===== src/rtl/aip_pkg.sv =====
// ============================================================================
// aip_pkg - shared types and constants of the ASCII integer parser
// Register indexes, status codes, character codes and the structs that carry
// a finished string and a result between the parser's stages.
// ============================================================================
package aip_pkg;

    // Sizes
    localparam int WORD_BITS = 64;
    localparam int MAX_LEN   = 4096;
    localparam int OFS_W     = $clog2(MAX_LEN + 1);
    localparam int CFG_IDX_W = 3;

    // Configuration register indexes
    localparam logic [CFG_IDX_W-1:0] CFG_SIGNED_MODE   = 3'd0;
    localparam logic [CFG_IDX_W-1:0] CFG_FOLLOWER_MODE = 3'd1;
    localparam logic [CFG_IDX_W-1:0] CFG_RANGE_CHECK   = 3'd2;
    localparam logic [CFG_IDX_W-1:0] CFG_RANGE_MIN     = 3'd3;
    localparam logic [CFG_IDX_W-1:0] CFG_RANGE_MAX     = 3'd4;

    // Result status codes
    typedef enum logic [1:0] {
        ST_OK      = 2'd0,
        ST_OK_SIGN = 2'd1,
        ST_INVALID = 2'd2,
        ST_RANGE   = 2'd3
    } t_status;

    // Character codes
    localparam logic [7:0] CH_ZERO  = 8'h30;
    localparam logic [7:0] CH_NINE  = 8'h39;
    localparam logic [7:0] CH_LO_A  = 8'h61;
    localparam logic [7:0] CH_LO_F  = 8'h66;
    localparam logic [7:0] CH_UP_A  = 8'h41;
    localparam logic [7:0] CH_UP_F  = 8'h46;
    localparam logic [7:0] CH_UNDER = 8'h5F;
    localparam logic [7:0] CH_LO_X  = 8'h78;
    localparam logic [7:0] CH_UP_X  = 8'h58;
    localparam logic [7:0] CH_MINUS = 8'h2D;
    localparam logic [7:0] CH_PLUS  = 8'h2B;
    localparam logic [7:0] CH_SPACE = 8'h20;
    localparam logic [7:0] CH_TAB   = 8'h09;
    localparam logic [7:0] CH_CR    = 8'h0D;

    // Configuration as seen by the parser
    typedef struct packed {
        logic                 signed_mode;
        logic                 follower_mode;
        logic                 range_check;
        logic [WORD_BITS-1:0] range_min;
        logic [WORD_BITS-1:0] range_max;
    } t_cfg;

    // Snapshot of the scanner at the final character of a string
    typedef struct packed {
        logic                 good;
        logic                 overflowed;
        logic                 negative;
        logic                 sign_seen;
        logic                 signed_mode;
        logic                 range_check;
        logic [WORD_BITS-1:0] acc;
        logic [OFS_W-1:0]     number_start;
        logic [OFS_W-1:0]     number_end;
    } t_fin;

    // One result beat
    typedef struct packed {
        t_status              status;
        logic [WORD_BITS-1:0] value;
        logic [OFS_W-1:0]     end_offset;
    } t_res;

    // Whitespace: space, tab, LF, VT, FF, CR
    function automatic logic is_space(input logic [7:0] c);
        return (c == CH_SPACE) || ((c >= CH_TAB) && (c <= CH_CR));
    endfunction

endpackage


===== src/rtl/ascii_integer_parser.sv =====
// ============================================================================
// ascii_integer_parser - text to 64-bit integer, one character per beat
// Parses decimal or 0x hex numbers with optional sign, underscores, leading
// and trailing whitespace, follower mode and an optional range check.
// ============================================================================
// Usage:
//   Input channel (i_in_valid / o_in_ready) carries one character per beat;
//   i_last marks the final character of a string. Only that beat produces a
//   result on the output channel (o_out_valid / i_out_ready): status, value
//   and end offset. Other beats produce nothing.
//   Throughput is one character per cycle, back to back, while no last
//   character waits on a full snapshot register; the scanner's shift-add
//   of the accumulator is combinational. A result passes the input register,
//   scanner to snapshot register, status stage and range-check output register.
//   When the receiver stalls, results back up through the two result stages
//   and the snapshot register; characters that end no string keep flowing
//   until a last character finds the snapshot register full.
//   Configuration registers are written through i_cfg_we / i_cfg_index /
//   i_cfg_data with no wait; write them only while no string is in flight.
//   Reset (synchronous, active low) empties all stages, returns the scanner
//   to the start of a string and loads the register defaults: signed mode on,
//   follower mode and range check off, minimum zero, maximum all ones.
// ============================================================================
module ascii_integer_parser import aip_pkg::*; (
    input  logic                 i_clk,
    input  logic                 i_rst_n,
    // character channel
    input  logic                 i_in_valid,
    output logic                 o_in_ready,
    input  logic [7:0]           i_ch,
    input  logic                 i_last,
    // result channel
    output logic                 o_out_valid,
    input  logic                 i_out_ready,
    output logic [1:0]           o_status,
    output logic [WORD_BITS-1:0] o_value,
    output logic [OFS_W-1:0]     o_end_offset,
    // configuration
    input  logic                 i_cfg_we,
    input  logic [CFG_IDX_W-1:0] i_cfg_index,
    input  logic [WORD_BITS-1:0] i_cfg_data
);

    t_cfg r_cfg;

    logic       r_in_v;
    logic [7:0] r_ch;
    logic       r_last;

    logic r_fin_v;
    t_fin r_fin, n_fin;

    logic scan_fire, fin_ready, res_ready, res_valid;
    t_res res;

    // Configuration registers
    always_ff @(posedge i_clk) begin
        if (!i_rst_n) begin
            r_cfg.signed_mode   <= 1'b1;
            r_cfg.follower_mode <= 1'b0;
            r_cfg.range_check   <= 1'b0;
            r_cfg.range_min     <= '0;
            r_cfg.range_max     <= '1;
        end else if (i_cfg_we) begin
            unique case (i_cfg_index)
                CFG_SIGNED_MODE:   r_cfg.signed_mode   <= i_cfg_data[0];
                CFG_FOLLOWER_MODE: r_cfg.follower_mode <= i_cfg_data[0];
                CFG_RANGE_CHECK:   r_cfg.range_check   <= i_cfg_data[0];
                CFG_RANGE_MIN:     r_cfg.range_min     <= i_cfg_data;
                CFG_RANGE_MAX:     r_cfg.range_max     <= i_cfg_data;
                default: ;
            endcase
        end
    end

    // Handshake: a last character needs room in the snapshot register
    assign fin_ready  = !r_fin_v || res_ready;
    assign scan_fire  = r_in_v && (!r_last || fin_ready);
    assign o_in_ready = !r_in_v || scan_fire;

    // Input register
    always_ff @(posedge i_clk) begin
        if (!i_rst_n) begin
            r_in_v <= 1'b0;
        end else if (o_in_ready) begin
            r_in_v <= i_in_valid;
        end
        if (o_in_ready && i_in_valid) begin
            r_ch   <= i_ch;
            r_last <= i_last;
        end
    end

    aip_scan u_scan (
        .i_clk   (i_clk),
        .i_rst_n (i_rst_n),
        .i_fire  (scan_fire),
        .i_ch    (r_ch),
        .i_last  (r_last),
        .i_cfg   (r_cfg),
        .o_fin   (n_fin)
    );

    // Snapshot register, loaded by the last character of a string
    always_ff @(posedge i_clk) begin
        if (!i_rst_n) begin
            r_fin_v <= 1'b0;
        end else if (scan_fire && r_last) begin
            r_fin_v <= 1'b1;
        end else if (res_ready) begin
            r_fin_v <= 1'b0;
        end
        if (scan_fire && r_last) begin
            r_fin <= n_fin;
        end
    end

    aip_result u_result (
        .i_clk       (i_clk),
        .i_rst_n     (i_rst_n),
        .i_valid     (r_fin_v),
        .o_ready     (res_ready),
        .i_fin       (r_fin),
        .i_range_min (r_cfg.range_min),
        .i_range_max (r_cfg.range_max),
        .o_valid     (res_valid),
        .i_ready     (i_out_ready),
        .o_res       (res)
    );

    assign o_out_valid  = res_valid;
    assign o_status     = 2'(res.status);
    assign o_value      = res.value;
    assign o_end_offset = res.end_offset;

endmodule


===== src/rtl/aip_scan.sv =====
// ============================================================================
// aip_scan - character scanner of the ASCII integer parser
// Walks the syntax one character per cycle while fired, keeps the accumulator with its
// overflow flag and the offsets, and presents the final snapshot of a string.
// ============================================================================
module aip_scan import aip_pkg::*; (
    input  logic       i_clk,
    input  logic       i_rst_n,
    input  logic       i_fire,
    input  logic [7:0] i_ch,
    input  logic       i_last,
    input  t_cfg       i_cfg,
    output t_fin       o_fin
);

    typedef enum logic [3:0] {
        PH_LEAD, PH_SIGN, PH_ZERO, PH_HEXPFX, PH_DIGITS,
        PH_UNDERS, PH_TRAIL, PH_JUNK, PH_BAD
    } t_phase;

    localparam logic [OFS_W-1:0] POS_SAT = OFS_W'(MAX_LEN);

    t_phase               r_phase, n_phase;
    logic [WORD_BITS-1:0] r_acc, n_acc;
    logic                 r_ovf, n_ovf;
    logic                 r_neg, n_neg;
    logic                 r_sign_seen, n_sign_seen;
    logic                 r_hex, n_hex;
    logic [OFS_W-1:0]     r_pos, r_start, n_start, r_end, n_end;

    logic             is_dec, is_hex_lo, is_hex_up, is_digit, is_sp, take;
    logic [3:0]       digit;
    logic [WORD_BITS+3:0] acc_ext, prod;
    logic [OFS_W-1:0] pos_next;

    // Character classes and digit value
    assign is_sp     = is_space(i_ch);
    assign is_dec    = (i_ch >= CH_ZERO) && (i_ch <= CH_NINE);
    assign is_hex_lo = r_hex && (i_ch >= CH_LO_A) && (i_ch <= CH_LO_F);
    assign is_hex_up = r_hex && (i_ch >= CH_UP_A) && (i_ch <= CH_UP_F);
    assign is_digit  = is_dec || is_hex_lo || is_hex_up;
    assign digit     = is_dec ? i_ch[3:0] : 4'(i_ch[3:0] + 4'd9);

    // Accumulate: acc * base + digit, overflow if anything lands above the word
    assign acc_ext = {4'b0, r_acc};
    assign prod    = r_hex ? ((acc_ext << 4) + {{WORD_BITS{1'b0}}, digit})
                           : ((acc_ext << 3) + (acc_ext << 1) + {{WORD_BITS{1'b0}}, digit});

    // Saturating character position
    assign pos_next = (r_pos >= POS_SAT) ? POS_SAT : r_pos + 1'b1;

    // Next-state logic
    always_comb begin
        n_phase     = r_phase;
        n_acc       = r_acc;
        n_ovf       = r_ovf;
        n_neg       = r_neg;
        n_sign_seen = r_sign_seen;
        n_hex       = r_hex;
        n_start     = r_start;
        n_end       = r_end;
        take        = 1'b0;

        unique case (r_phase)
            PH_LEAD: begin
                if (!is_sp) begin
                    n_start = r_pos;
                    if (i_cfg.signed_mode && ((i_ch == CH_PLUS) || (i_ch == CH_MINUS))) begin
                        n_sign_seen = 1'b1;
                        n_neg       = (i_ch == CH_MINUS);
                        n_phase     = PH_SIGN;
                    end else if (i_ch == CH_ZERO) begin
                        n_acc   = '0;
                        n_end   = pos_next;
                        n_phase = PH_ZERO;
                    end else if (is_digit) begin
                        take    = 1'b1;
                        n_phase = PH_DIGITS;
                    end else begin
                        n_phase = PH_BAD;
                    end
                end
            end
            PH_SIGN: begin
                if (!is_sp && (i_ch != CH_UNDER)) begin
                    if (i_ch == CH_ZERO) begin
                        n_acc   = '0;
                        n_end   = pos_next;
                        n_phase = PH_ZERO;
                    end else if (is_digit) begin
                        take    = 1'b1;
                        n_phase = PH_DIGITS;
                    end else begin
                        n_phase = PH_BAD;
                    end
                end
            end
            PH_ZERO, PH_DIGITS: begin
                if ((r_phase == PH_ZERO) && ((i_ch == CH_LO_X) || (i_ch == CH_UP_X))) begin
                    n_hex   = 1'b1;
                    n_phase = PH_HEXPFX;
                end else if (is_digit) begin
                    take    = 1'b1;
                    n_phase = PH_DIGITS;
                end else if (i_ch == CH_UNDER) begin
                    n_phase = PH_UNDERS;
                end else begin
                    n_phase = is_sp ? PH_TRAIL : PH_JUNK;
                end
            end
            PH_HEXPFX: begin
                if (i_ch != CH_UNDER) begin
                    if (is_digit) begin
                        take    = 1'b1;
                        n_phase = PH_DIGITS;
                    end else begin
                        n_phase = PH_BAD;
                    end
                end
            end
            PH_UNDERS: begin
                if (i_ch != CH_UNDER) begin
                    if (is_digit) begin
                        take    = 1'b1;
                        n_phase = PH_DIGITS;
                    end else begin
                        n_phase = PH_JUNK;
                    end
                end
            end
            PH_TRAIL: begin
                if (!is_sp) n_phase = PH_JUNK;
            end
            PH_JUNK, PH_BAD: begin
                n_phase = r_phase;
            end
            default: begin
                n_phase = PH_BAD;
            end
        endcase

        // Digit taken: accumulate unless already overflowed
        if (take) begin
            if (!r_ovf) begin
                if (|prod[WORD_BITS+3:WORD_BITS]) n_ovf = 1'b1;
                else                               n_acc = prod[WORD_BITS-1:0];
            end
            n_end = pos_next;
        end
    end

    // Final snapshot for the last character
    always_comb begin
        o_fin.good         = (n_phase == PH_ZERO) || (n_phase == PH_DIGITS) ||
                             (n_phase == PH_TRAIL) ||
                             (i_cfg.follower_mode &&
                              ((n_phase == PH_UNDERS) || (n_phase == PH_JUNK)));
        o_fin.overflowed   = n_ovf;
        o_fin.negative     = n_neg;
        o_fin.sign_seen    = n_sign_seen;
        o_fin.signed_mode  = i_cfg.signed_mode;
        o_fin.range_check  = i_cfg.range_check;
        o_fin.acc          = n_acc;
        o_fin.number_start = (n_phase == PH_LEAD) ? pos_next : n_start;
        o_fin.number_end   = n_end;
    end

    // Scanner state; cleared after the last character of each string
    always_ff @(posedge i_clk) begin
        if (!i_rst_n || (i_fire && i_last)) begin
            r_phase     <= PH_LEAD;
            r_acc       <= '0;
            r_ovf       <= 1'b0;
            r_neg       <= 1'b0;
            r_sign_seen <= 1'b0;
            r_hex       <= 1'b0;
            r_pos       <= '0;
            r_start     <= '0;
            r_end       <= '0;
        end else if (i_fire) begin
            r_phase     <= n_phase;
            r_acc       <= n_acc;
            r_ovf       <= n_ovf;
            r_neg       <= n_neg;
            r_sign_seen <= n_sign_seen;
            r_hex       <= n_hex;
            r_pos       <= pos_next;
            r_start     <= n_start;
            r_end       <= n_end;
        end
    end

endmodule


===== src/rtl/aip_result.sv =====
// ============================================================================
// aip_result - result stages of the ASCII integer parser
// First stage forms status, signed value and offset from the snapshot; the
// second applies the optional range check and holds the output beat.
// ============================================================================
module aip_result import aip_pkg::*; (
    input  logic                 i_clk,
    input  logic                 i_rst_n,
    input  logic                 i_valid,
    output logic                 o_ready,
    input  t_fin                 i_fin,
    input  logic [WORD_BITS-1:0] i_range_min,
    input  logic [WORD_BITS-1:0] i_range_max,
    output logic                 o_valid,
    input  logic                 i_ready,
    output t_res                 o_res
);

    localparam logic [WORD_BITS-1:0] TOP = {1'b1, {(WORD_BITS-1){1'b0}}};

    logic r_mid_v, r_out_v;
    t_res r_mid, n_mid, r_out, n_out;
    logic r_mid_sgn, r_mid_rc;
    logic mid_ready, out_ready;

    logic [WORD_BITS-1:0] v_b, lo_b, hi_b;

    assign out_ready = !r_out_v || i_ready;
    assign mid_ready = !r_mid_v || out_ready;
    assign o_ready   = mid_ready;

    // Status and value from the final accumulator
    always_comb begin
        n_mid.value = '0;
        priority if (!i_fin.good) begin
            n_mid.status = ST_INVALID;
        end else if (i_fin.overflowed) begin
            n_mid.status = ST_RANGE;
        end else if (!i_fin.signed_mode) begin
            n_mid.status = ST_OK;
            n_mid.value  = i_fin.acc;
        end else if (!i_fin.negative) begin
            n_mid.status = i_fin.sign_seen ? ST_OK_SIGN : ST_OK;
            if (!i_fin.acc[WORD_BITS-1]) n_mid.value  = i_fin.acc;
            else                         n_mid.status = ST_RANGE;
        end else begin
            n_mid.status = ST_OK_SIGN;
            if (!i_fin.acc[WORD_BITS-1] || (i_fin.acc == TOP)) n_mid.value = '0 - i_fin.acc;
            else                                                n_mid.status = ST_RANGE;
        end
        if ((n_mid.status == ST_INVALID) || (n_mid.status == ST_RANGE))
            n_mid.value = i_fin.signed_mode ? TOP : '0;
        n_mid.end_offset = (n_mid.status == ST_INVALID) ? i_fin.number_start
                                                        : i_fin.number_end;
    end

    // Range check: flip the sign bit in signed mode so unsigned order applies
    assign v_b  = {r_mid.value[WORD_BITS-1] ^ r_mid_sgn, r_mid.value[WORD_BITS-2:0]};
    assign lo_b = {i_range_min[WORD_BITS-1] ^ r_mid_sgn, i_range_min[WORD_BITS-2:0]};
    assign hi_b = {i_range_max[WORD_BITS-1] ^ r_mid_sgn, i_range_max[WORD_BITS-2:0]};

    always_comb begin
        n_out = r_mid;
        if (r_mid_rc) begin
            if ((r_mid.status == ST_INVALID) || (r_mid.status == ST_RANGE)) begin
                n_out.value = i_range_min;
            end else if ((v_b < lo_b) || (v_b > hi_b)) begin
                n_out.status = ST_RANGE;
                n_out.value  = i_range_min;
            end
        end
    end

    // Middle stage
    always_ff @(posedge i_clk) begin
        if (!i_rst_n) begin
            r_mid_v <= 1'b0;
        end else if (mid_ready) begin
            r_mid_v <= i_valid;
        end
        if (mid_ready && i_valid) begin
            r_mid     <= n_mid;
            r_mid_sgn <= i_fin.signed_mode;
            r_mid_rc  <= i_fin.range_check;
        end
    end

    // Output register
    always_ff @(posedge i_clk) begin
        if (!i_rst_n) begin
            r_out_v <= 1'b0;
        end else if (out_ready) begin
            r_out_v <= r_mid_v;
        end
        if (out_ready && r_mid_v) begin
            r_out <= n_out;
        end
    end

    assign o_valid = r_out_v;
    assign o_res   = r_out;

endmodule


===== config.mk =====
export PLATFORM = sky130hd
export DESIGN_NAME = ascii_integer_parser
export DESIGN_NICKNAME = d
export VERILOG_FILES = /design/src/rtl/aip_pkg.sv /design/src/rtl/ascii_integer_parser.sv /design/src/rtl/aip_scan.sv /design/src/rtl/aip_result.sv
export SDC_FILE = /design/constraint.sdc
export NUM_CORES = 1
export LEC_CHECK = 0
export ABC_AREA = 1
export BUFFER_PORTS_ARGS = -buffer_cell sky130_fd_sc_hd__buf_2
export CORE_UTILIZATION = 50
export CTS_CLUSTER_SIZE = 28
export DETAILED_ROUTE_END_ITERATION = 8
export GPL_TIMING_DRIVEN = 0
export PLACE_DENSITY_LB_ADDON = 0.25
export SYNTH_ARGS = -nofsm -noshare
export SYNTH_HDL_FRONTEND = slang
export SYNTH_SLANG_ARGS = --single-unit

===== constraint.sdc =====
create_clock -name i_clk -period 5.55 [get_ports i_clk]
set_input_delay 0 -clock i_clk [delete_from_list [all_inputs] [get_ports i_clk]]
set_output_delay 0 -clock i_clk [all_outputs]
set_load 0.1 [all_outputs]

==> key figures <==
Run status
  – Failing checks: design-rule violations
  – Status: finished, violations left

Floorplanning
  – Die ar.: roughly 0.07 sq mm
  – CORE AREA: 0.0660 sq mm
  – I/O pins: about 160
  – Die H: 261 um
  – Initial Util: 0.508
  – Die width: 261 um
  – Num rows: 94

STA
  – Max-slew violations: 0
  – Final period util: 0.953
  – Final hold vios: 0
  – Final setup viols: 0
  – Fmax: between 0.15 and 0.2 GHz
  – Final min period: between 5 and 6 ns
  – Worst slew pin tran: 1.08 ns
  – Clock skew: 0.0279 ns
  – Rel. slew slack: 0.276

Yosys
  – Share of the synthesized area in the top cell type: 0.238
  – Number of synthesized flops with an enable pin: 265
  – Yosys cell types: 57
  – Ys async rst share: 0
  – Most used DFF post-synth: edfxtp_1
  – Most frequent cell after synthesis: nand2_1
  – Seq cells post-synth: about 510
  – Area leader, netlist: edfxtp_1
  – Top cells by area, synth: edfxtp_1 24%, dfxtp_1 15%, nand2_1 13%, ha_1 9.7%, inv_1 7.4%
  – Synthesized area: ~0.033 sq mm
  – Syn nets: around 4,900
  – Synth top cells by count: 1,196 x nand2_1, 659 x inv_1, 363 x nor2_1
  – Sequential element share of the synthesized area: 0.385
  – Average size of a mapped cell: 7.33 sq um
  – Number of synthesis warnings: 0
  – Post-Syn Instances: between 4,000 and 5,000

Power
  – P per Cell Area: 242 mW/mm^2
  – Internal power: 6.76 mW
  – Switching share of power: 0.271
  – Pleak: 18.0 nW
  – Clock power share: 0.411
  – Logic pwr share: 0.136
  – Peak supply drop: 0.284 mV
  – Flop pwr share: 0.452
  – P_sw: about 2.5 mW
  – Total Power: 9.28 mW

Routing
  – Wirelength, routed: slightly above 100,000 um
  – Drt first pass iters: 8
  – Residual DRC count: 18
  – DR iter-0 viols: 2,742
  – DR vias/cell: 5.38
  – Detail Route Antenna Nets: 0
  – Via Count: between 30,000 and 40,000
  – Routed WL per cell: ~18 um

Worst setup path
  – Worst Setup Start Kind: flip-flop
  – Critical path type: flip-flop to flip-flop
  – Worst path arrival time: 5.64 ns
  – Most used cell, CP: nand2_1
  – CP max FO: 10
  – CP bufs+invs: 7
  – Crit path required time: around 5.9 ns
  – Delay-heaviest family, CP: simple AND/OR/NAND/NOR gates
  – CP max stage cell: edfxtp_1
  – Critical path capture point type: flip-flop
  – Largest stage delay, worst path: 0.48 ns

Hold path
  – Tightest Hold Check Type: input pin to flip-flop

GRT
  – Initial antenna violation count: 1
  – Grt total ovfl: 0
  – Largest net degree at the start of global routing: 77
  – First-pass GRT wire length: 157,000 um
  – Gr usage total: 0.295
  – Vias in the first global route: 28,800

Cells and area
  – # diodes: 0
  – Ratio of cells with drive above 1 in the final layout: 0.0903
  – # nets final: 5,218
  – Final instance area: 0.0383 sq mm
  – Non-Filler Instances: roughly 5,800
  – Area Growth Syn to Fin: 14.4%
  – Utilization after layout: 0.581

Clocking
  – Clk_lat worst skew: 0.61 ns
  – Sink Count: 511
  – CTS Buf Count: 54
  – Clock buffer depth: 3
  – CTS Root Cell: clkbuf_16
  – CTS H-tree depth: 2
  – TritonCTS clock tree: built
  – CTS clk-pin slew, worst paths: about 0.060 ns

Place
  – Placed Area: 0.0355 sq mm
  – GPL Wtd Cong: 0.979
  – Placed cell count: 5,595
  – HPWL Detailed: 80,400 um
  – Port-buffer cells: roughly 160

Job
  – Max cap viols: 0
cell families after synthesis:
family,count (synthesis),share of synthesized area
AOI/OAI and AO/OA,774,0.129
xor gates and xnor gates,68,0.0178
adders and majority gates,262,0.0983
buffers and inverters,860,0.101
DFF,511,0.385
muxes,1,0.000336
and+or+nand+nor,2090,0.268
area by class of cell:
class / instances / area (sq um)
fill: 6228 / 27700
multi-input combinational: 3195 / 17300
sequential: 511 / 12900
inverter: 696 / 2620
timing repair buffer: 253 / 1790
clock buffer: 67 / 1490
tap: 864 / 1080
buffer: 164 / 774
clock inverter: 33 / 398
metrics by stage:
stage	TNS, ns	setup WS, ns	hold slack (ns)
3_3_place_gp	-29.25	-0.205	0.177
6_report	0	0.261	0.0651
4_1_cts	0	0.0427	0.0125
5_1_grt	-0.00261	-0.00261	0.0700
3_5_place_dp	-15.06	-0.204	0.178
2_1_floorplan	0	0.888	0.0989
layout by cell type, fill, tap and decap left out, types with 29 or more instances in the layout:
cell type,n
inv_2,30
o211ai_1,71
a21oi_2,29
a21oi_1,345
nor3_1,56
nand3_2,33
clkbuf_16,56
nand2_1,1195
o21ai_0,238
dfxtp_1,246
nand4_1,50
buf_2,174
nor2_1,362
nand3_1,295
dlygate4sd3_1,85
xor2_1,46
clkbuf_1,122
inv_1,657
ha_1,259
edfxtp_1,265
flip-flops by register name, summed over array words and instances, names as in the netlist, 4 cells and up:
register / count
r_cfg: 131
r_fin: 96
u_result.o_res: 79
u_result.r_mid: 66
u_scan.r_acc: 64
u_result.n_out: 13
u_scan.r_end: 13
u_scan.r_pos: 13
u_scan.r_start: 13
r_ch: 8
u_scan.r_phase: 4
power groups by stage:
stage | logic (mW) | clock network, mW | registers [mW]
6_report | 1.26 | 3.82 | 4.20
5_1_grt | 1.39 | 3.99 | 4.21
4_1_cts | 1.23 | 3.85 | 4.19
3_5_place_dp | 1.17 | 0 | 4.27
3_3_place_gp | 1.15 | 0 | 4.28
2_1_floorplan | 0.788 | 0 | 4.28
worst register-to-register path, delay by kind of cell, from the launching register on:
kind | cells | cell delay (ns)
buffers and inverters | 7 | 0.85
DFF | 1 | 0.48
AOI/OAI and AO/OA | 1 | 0.19
and+or+nand+nor | 18 | 2.06
xor gates and xnor gates | 1 | 0.31
adders and majority gates | 4 | 1.17
path summary, 6_finish.rpt:
kind | start | endpoint | slack (ns) | depth (start not counted)
max reg2reg | r_ch[0]$_DFFE_PP_ | r_fin[76]$_DFFE_PP_ | 0.26 | 31
min reg2reg | u_result.n_out[6]$_DFFE_PP_ | u_result.o_res[6]$_DFFE_PP_ | 0.42 | 0
min | i_rst_n | r_cfg[102]$_SDFFE_PN0P_ | 0.07 | 4
max | r_ch[0]$_DFFE_PP_ | r_fin[76]$_DFFE_PP_ | 0.26 | 31
metal layers:
metal / global-route usage / wire [um] / share of wire
met1: 0.409 / 45900 / 0.45
met2: 0.480 / 46100 / 0.45
met3: 0.0255 / 6140 / 0.060
met4: 0.104 / 3540 / 0.035
met5: 0 / 11 / 0.00011
repair_timing:
item                                    in CTS  in global routing
setup buffers                                0                  3
hold buffers                                85                  0
pin swaps                                    0                  3
hold endpoints to repair                   152                  0
endpoints found under the setup margin     122                128
resized for setup                            5                  7
cloned                                       0                  0
(Power assumes the default switching activity.)
